## src/design/avc_pkg.sv

```systemverilog
// Shared types and constants for the access vector cache.
// No dependencies; used by every module of the block.
package avc_pkg;

	localparam int USED_W = 7;

	typedef enum logic [2:0] {
		ST_GRANTED     = 3'd0,
		ST_DENIED      = 3'd1,
		ST_OVERWRITTEN = 3'd2,
		ST_INSERTED    = 3'd3,
		ST_FULL        = 3'd4
	} avc_status_t;

	typedef enum logic {
		CMD_CHECK  = 1'b0,
		CMD_UPDATE = 1'b1
	} avc_cmd_t;

	typedef enum logic {
		S_IDLE = 1'b0,
		S_BUSY = 1'b1
	} avc_state_t;

	typedef struct packed {
		logic [31:0] source_id;
		logic [31:0] target_id;
		logic [15:0] object_class;
	} avc_key_t;

	typedef struct packed {
		avc_cmd_t    cmd;
		logic [31:0] source_id;
		logic [31:0] target_id;
		logic [15:0] object_class;
		logic [31:0] perm_bits;
	} avc_in_t;

	typedef struct packed {
		avc_status_t       status;
		logic              hit;
		logic [USED_W-1:0] used_entries;
	} avc_out_t;

	// Lookup token handed from cell to cell.
	typedef struct packed {
		logic        vld;
		avc_cmd_t    cmd;
		avc_key_t    key;
		logic [31:0] perm;
		logic        found;
		logic        grant;
		logic        free_found;
	} avc_tok_t;

	// Insert broadcast from the chain end.
	typedef struct packed {
		logic        en;
		avc_key_t    key;
		logic [31:0] perm;
	} avc_ins_t;

endpackage

```

## src/design/avc_cell.sv

```systemverilog
// One cache entry: valid bit, key and permission word, plus the token stage.
// Depends on avc_pkg.
module avc_cell import avc_pkg::*; #(
	parameter int IDX_W    = 6,
	parameter int CELL_IDX = 0
) (
	input  logic             clk,
	input  logic             arst_n,
	input  avc_tok_t         tok_in,
	input  logic [IDX_W-1:0] idx_in,
	output avc_tok_t         tok_out,
	output logic [IDX_W-1:0] idx_out,
	input  avc_ins_t         ins,
	input  logic [IDX_W-1:0] ins_idx
);

	logic             valid_q;
	avc_key_t         key_q;
	logic [31:0]      perm_q;
	avc_tok_t         tok_q;
	logic [IDX_W-1:0] idx_q;

	logic             match;
	logic             take;
	logic             claim;
	logic             ins_here;
	avc_tok_t         tok_nx;
	logic [IDX_W-1:0] idx_nx;

	assign match    = valid_q && (key_q == tok_in.key);
	assign take     = tok_in.vld && match && !tok_in.found;
	assign claim    = tok_in.vld && !valid_q && !tok_in.free_found;
	assign ins_here = ins.en && (ins_idx == IDX_W'(CELL_IDX));

	always_comb begin
		tok_nx = tok_in;
		idx_nx = idx_in;
		if (take) begin
			tok_nx.found = 1'b1;
			tok_nx.grant = |(perm_q & tok_in.perm);
		end
		if (claim) begin
			tok_nx.free_found = 1'b1;
			idx_nx            = IDX_W'(CELL_IDX);
		end
	end

	always_ff @(posedge clk or negedge arst_n) begin
		if (!arst_n) begin
			valid_q <= 1'b0;
			tok_q   <= '0;
		end else begin
			tok_q <= tok_nx;
			if (ins_here) begin
				valid_q <= 1'b1;
			end
		end
	end

	always_ff @(posedge clk) begin
		idx_q <= idx_nx;
		if (ins_here) begin
			key_q  <= ins.key;
			perm_q <= ins.perm;
		end else if (take && tok_in.cmd == CMD_UPDATE) begin
			perm_q <= tok_in.perm;
		end
	end

	assign tok_out = tok_q;
	assign idx_out = idx_q;

endmodule

```

## config.mk

```make
export PLATFORM = sky130hd
export DESIGN_NAME = avc_cell
export DESIGN_NICKNAME = d
export VERILOG_FILES = /design/src/design/avc_pkg.sv /design/src/design/avc_cell.sv
export SDC_FILE = /design/constraint.sdc
export NUM_CORES = 1
export LEC_CHECK = 0
export ABC_AREA = 0
export BUFFER_PORTS_ARGS = -buffer_cell sky130_fd_sc_hd__buf_4
export CAP_MARGIN = 20
export CORE_MARGIN = 2
export CORE_UTILIZATION = 40
export CTS_BUF_LIST = sky130_fd_sc_hd__clkbuf_4
export CTS_CLUSTER_DIAMETER = 50
export CTS_CLUSTER_SIZE = 25
export DETAILED_ROUTE_END_ITERATION = 8
export PLACE_DENSITY = 0.7
export SKIP_CTS_REPAIR_TIMING = 1
export SLEW_MARGIN = 25
export SYNTH_ARGS = -nofsm -noshare
export SYNTH_HDL_FRONTEND = slang
export SYNTH_SLANG_ARGS = --single-unit
```

## constraint.sdc

```tcl
create_clock -name clk -period 4.9 [get_ports clk]
set_input_delay 0.49 -clock clk [delete_from_list [all_inputs] [get_ports clk]]
set_output_delay 0.49 -clock clk [all_outputs]
set_load 0.01 [all_outputs]
```

==> results.yml <==
outcome:
  status: "finished clean"
worst_setup_path:
  r2r.worst_path.cells: 7
  cp_max_fo: 24
  element_type_at_the_critical_path_end: "flip-flop"
  worst-r2r-setup-slack_ns: 2.08
  critPathMaxStageDelay_ns: 0.63
  critPathCapture: "perm_q[0]$_DFFE_PP_"
  startpoint: "tok_in[38]"
  cp_cell_sequence: "dlygate4sd3_1 > buf_4 > nor2b_1 > a2111oi_0 > nand4_1 > nor4_4 > nand3_1 > o21ai_4 > buf_16"
  critPathRequiredTime_ns: 5.28
  r2r-end: "perm_q[0]$_DFFE_PP_"
  critPathArrivalTime_ns: 3.30
  critical_path.startpoint_type: "primary input"
  critPathKind: "in -> reg"
  crit_reg_reg_startpoint: "key_q[69]$_DFFE_PP_"
  crit_path_top_delay_cell: "sky130_fd_sc_hd__a2111oi_0"
grt:
  global_route.usage.met1: 0.212
  antenna_found_initial: 2
  grt_pass1_vias: 5609
  grt_overflow: 0
  groute.layer.met3.usage: 0.0594
  overall_track_demand_over_capacity_in_global_routing: 0.188
  pin_count_of_the_biggest_net_entering_global_routing: 73
  grt.busiest_layer: "met2"
  first_pass_grt_wire_length_um: 30800
  grtUsageMet2: 0.344
cells_and_area:
  layout.cells.non_filler: 1399
  finalCoreUtilization: 0.685
  final.fill_count: 1324
  syn_to_final_growth_pct: 69.5
  share_of_final_layout_standard_cells_stronger_than_drive_strength_1: 0.374
  layout.nets: 1353
timing:
  period_minus_slack_ns: 2.92
  final_hold_viol_count: 0
  setup_viol: 0
  grt_setup_unrepaired: "no"
  fin_skew_ns: 0.0536
  tightestPinTransition_ns: 0.848
  timing.final.max_slew_violations: 0
  final_min_period_over_clock_period: 0.596
  setup_total_negative_slack_ns: 0
  slew-limit-headroom: 0.435
  maxClockFrequency_mhz: 342
synth:
  seq_area_frac_synth: 0.792
  syn-mean-instance-area_um2: 15.8
  ys_ff_latch: 236
  postSynth.topFlopCell: "sky130_fd_sc_hd__dfrtp_1"
  synthDistinctLibCells: 31
  synthCells: 514
  synth_edf_count: 112
  synthesis.area_mm2: 0.00812
  synthesis.yosys.warnings: 0
  async_reset_ff_frac: 0.500
  net_count_after_synthesis: 758
cts:
  tritoncts_buffer_count: 24
  numClockSinks: 236
  clockRootBuffer: "sky130_fd_sc_hd__clkbuf_4"
  clock_tree_from_tritoncts: "built"
  insertion_delay_ns: 0.70
  clkSlewWorstSetupHoldPaths_ns: 0.14
  cts-htree-levels: 1
  ctsLongestPathBuffers: 3
power_and_ir_drop:
  peak_ir_drop_on_the_vdd_network_uv: 210
  pwr_density_cell_mw_per_mm2: 287
  seqPwrFrac: 0.545
  fraction_of_power_spent_switching_nets: 0.253
  switchingPower_uw: 999
  p_int_mw: 2.96
  power_leakage_nw: 6.04
  clock_network_fraction_of_total_power: 0.322
  combinationalPowerShare: 0.133
route:
  post_drt_wl_per_cell_um: 18.0
  drt-initial-drc-count: 248
  detail-route-antenna-nets: 0
  totalWireLength_um: 25200
  vias: 6478
  route.detailed.vias_per_inst: 4.63
  detailedRoute.firstPassIterationCount: 4
  remaining_drc_errors: 0
min_path:
  timing.hold.worst.class: "in -> reg"
floorplan:
  std_cell_rows: 52
  initial_core_util: 0.404
  design.die.area_mm2: 0.0215
  io_pins: 367
  die_x_um: 147
  floorplan.core_area_mm2: 0.0201
  floorplan.die.height_um: 147
flow_run:
  max_cap_violations: 0
placed_design:
  post-place-cells: 1148
  dp_hpwl_um: 15800
  quantity_of_i_o_buffers_inserted_on_ports: 366
  finalWeightedCongestion: 0.796
==> worst min path at each step <==
| stage | start | endpoint | slack, ns | cells past startpoint |
|---|---|---|---|---|
| floorplan | arst_n | tok_out[0]$_DFF_PN0_ | 0.19 | 0 |
| finish | ins[27] | perm_q[27]$_DFFE_PP_ | 0.08 | 3 |
| detailed placement | valid_q$_DFFE_PN0P_ | valid_q$_DFFE_PN0P_ | 0.49 | 1 |
| global route | ins[10] | perm_q[10]$_DFFE_PP_ | 0.03 | 3 |
| global placement | valid_q$_DFFE_PN0P_ | valid_q$_DFFE_PN0P_ | 0.49 | 1 |
| CTS | tok_in[97] | tok_out[97]$_DFF_PN0_ | -0.18 | 1 |
==> sequential cells by signal, indices dropped and copies added, names as in the netlist <==
signal	count
perm_q	32
valid_q	1
key_q	80
idx_out	6
tok_out	117
==> logic make-up after synthesis <==
kind of cell,after synthesis,synth area share
flops,236,0.792
simple gates,168,0.103
xor+xnor,55,0.0616
compound gates,33,0.0319
buf+inv,21,0.00970
mux,1,0.00139
==> power groups by stage <==
stage / Clock, mW / Sequential [mW] / Combinational [mW]
floorplan: 0 / 2.22 / 0.0553
finish: 1.27 / 2.16 / 0.527
detailed placement: 0 / 2.19 / 0.382
global placement: 0 / 2.19 / 0.377
global route: 1.39 / 2.16 / 0.562
CTS: 1.31 / 2.15 / 0.383
==> through the flow <==
| step | cell area (um2) | setup slack, ns | power (mW) | hold slack, ns |
|---|---|---|---|---|
| global placement | 11200 | 1.51 | 2.57 | 0.494 |
| global route | 13800 | 1.86 | 4.11 | 0.0276 |
| floorplan | 8120 | 0.910 | 2.28 | 0.194 |
| CTS | 11700 | 1.73 | 3.85 | -0.183 |
| detailed placement | 11200 | 1.53 | 2.58 | 0.493 |
| finish | 13800 | 1.98 | 3.95 | 0.0803 |
==> worst max-delay path: cells and delay by family <==
family / cells / cell delay (ns)
simple gates: 4 / 0.81
compound gates: 2 / 1.06
buf+inv: 3 / 0.92
==> Yosys cell counts, drive strengths merged, types with 3 or more instances <==
cell type	n	area share
a22oi	16	0.015
nor4	10	0.011
o2111ai	3	0.0032
or4	3	0.0028
dfrtp	118	0.36
nand3	3	0.0018
xnor2	28	0.030
inv	14	0.0065
edfxtp	112	0.41
xor2	27	0.031
o22ai	4	0.0031
nand2	97	0.045
nor2b	24	0.018
a2111oi	6	0.0065
dfxtp	6	0.015
nand2b	14	0.011
clkbuf	4	0.0018
nand4	13	0.010
==> per-layer routing <==
layer / wire length, um / part of all wire / vias to the layer above
li1: - / - / 3004
met1: 9090 / 0.36 / 3101
met2: 13500 / 0.54 / 314
met3: 1820 / 0.072 / 59
met4: 706 / 0.028 / 0
met5: 0 / 0 / -
==> area by class of cell <==
type	count	area, um2	share of cell area
Antenna cell	2	5.00	0.000364
Timing Repair Buffer	575	4850	0.352
Inverter	15	58.8	0.00427
Tap cell	270	338	0.0245
Clock buffer	26	195	0.0142
Sequential cell	236	6440	0.468
Multi-Input combinational cell	257	1620	0.118
Clock inverter	18	263	0.0191
==> cell usage in the layout (no fill, tap or decap), drive strengths merged, types with 24 or more instances in the layout <==
| cell | netlist | routed |
|---|---|---|
| edfxtp | 112 | 112 |
| buf | 2 | 371 |
| nor2b | 24 | 24 |
| clkbuf | 4 | 26 |
| xor2 | 27 | 27 |
| xnor2 | 28 | 28 |
| dlygate4sd3 | 0 | 204 |
| inv | 14 | 24 |
| dfrtp | 118 | 118 |
| nand2 | 97 | 97 |
Power figures use the tool's default switching activity.
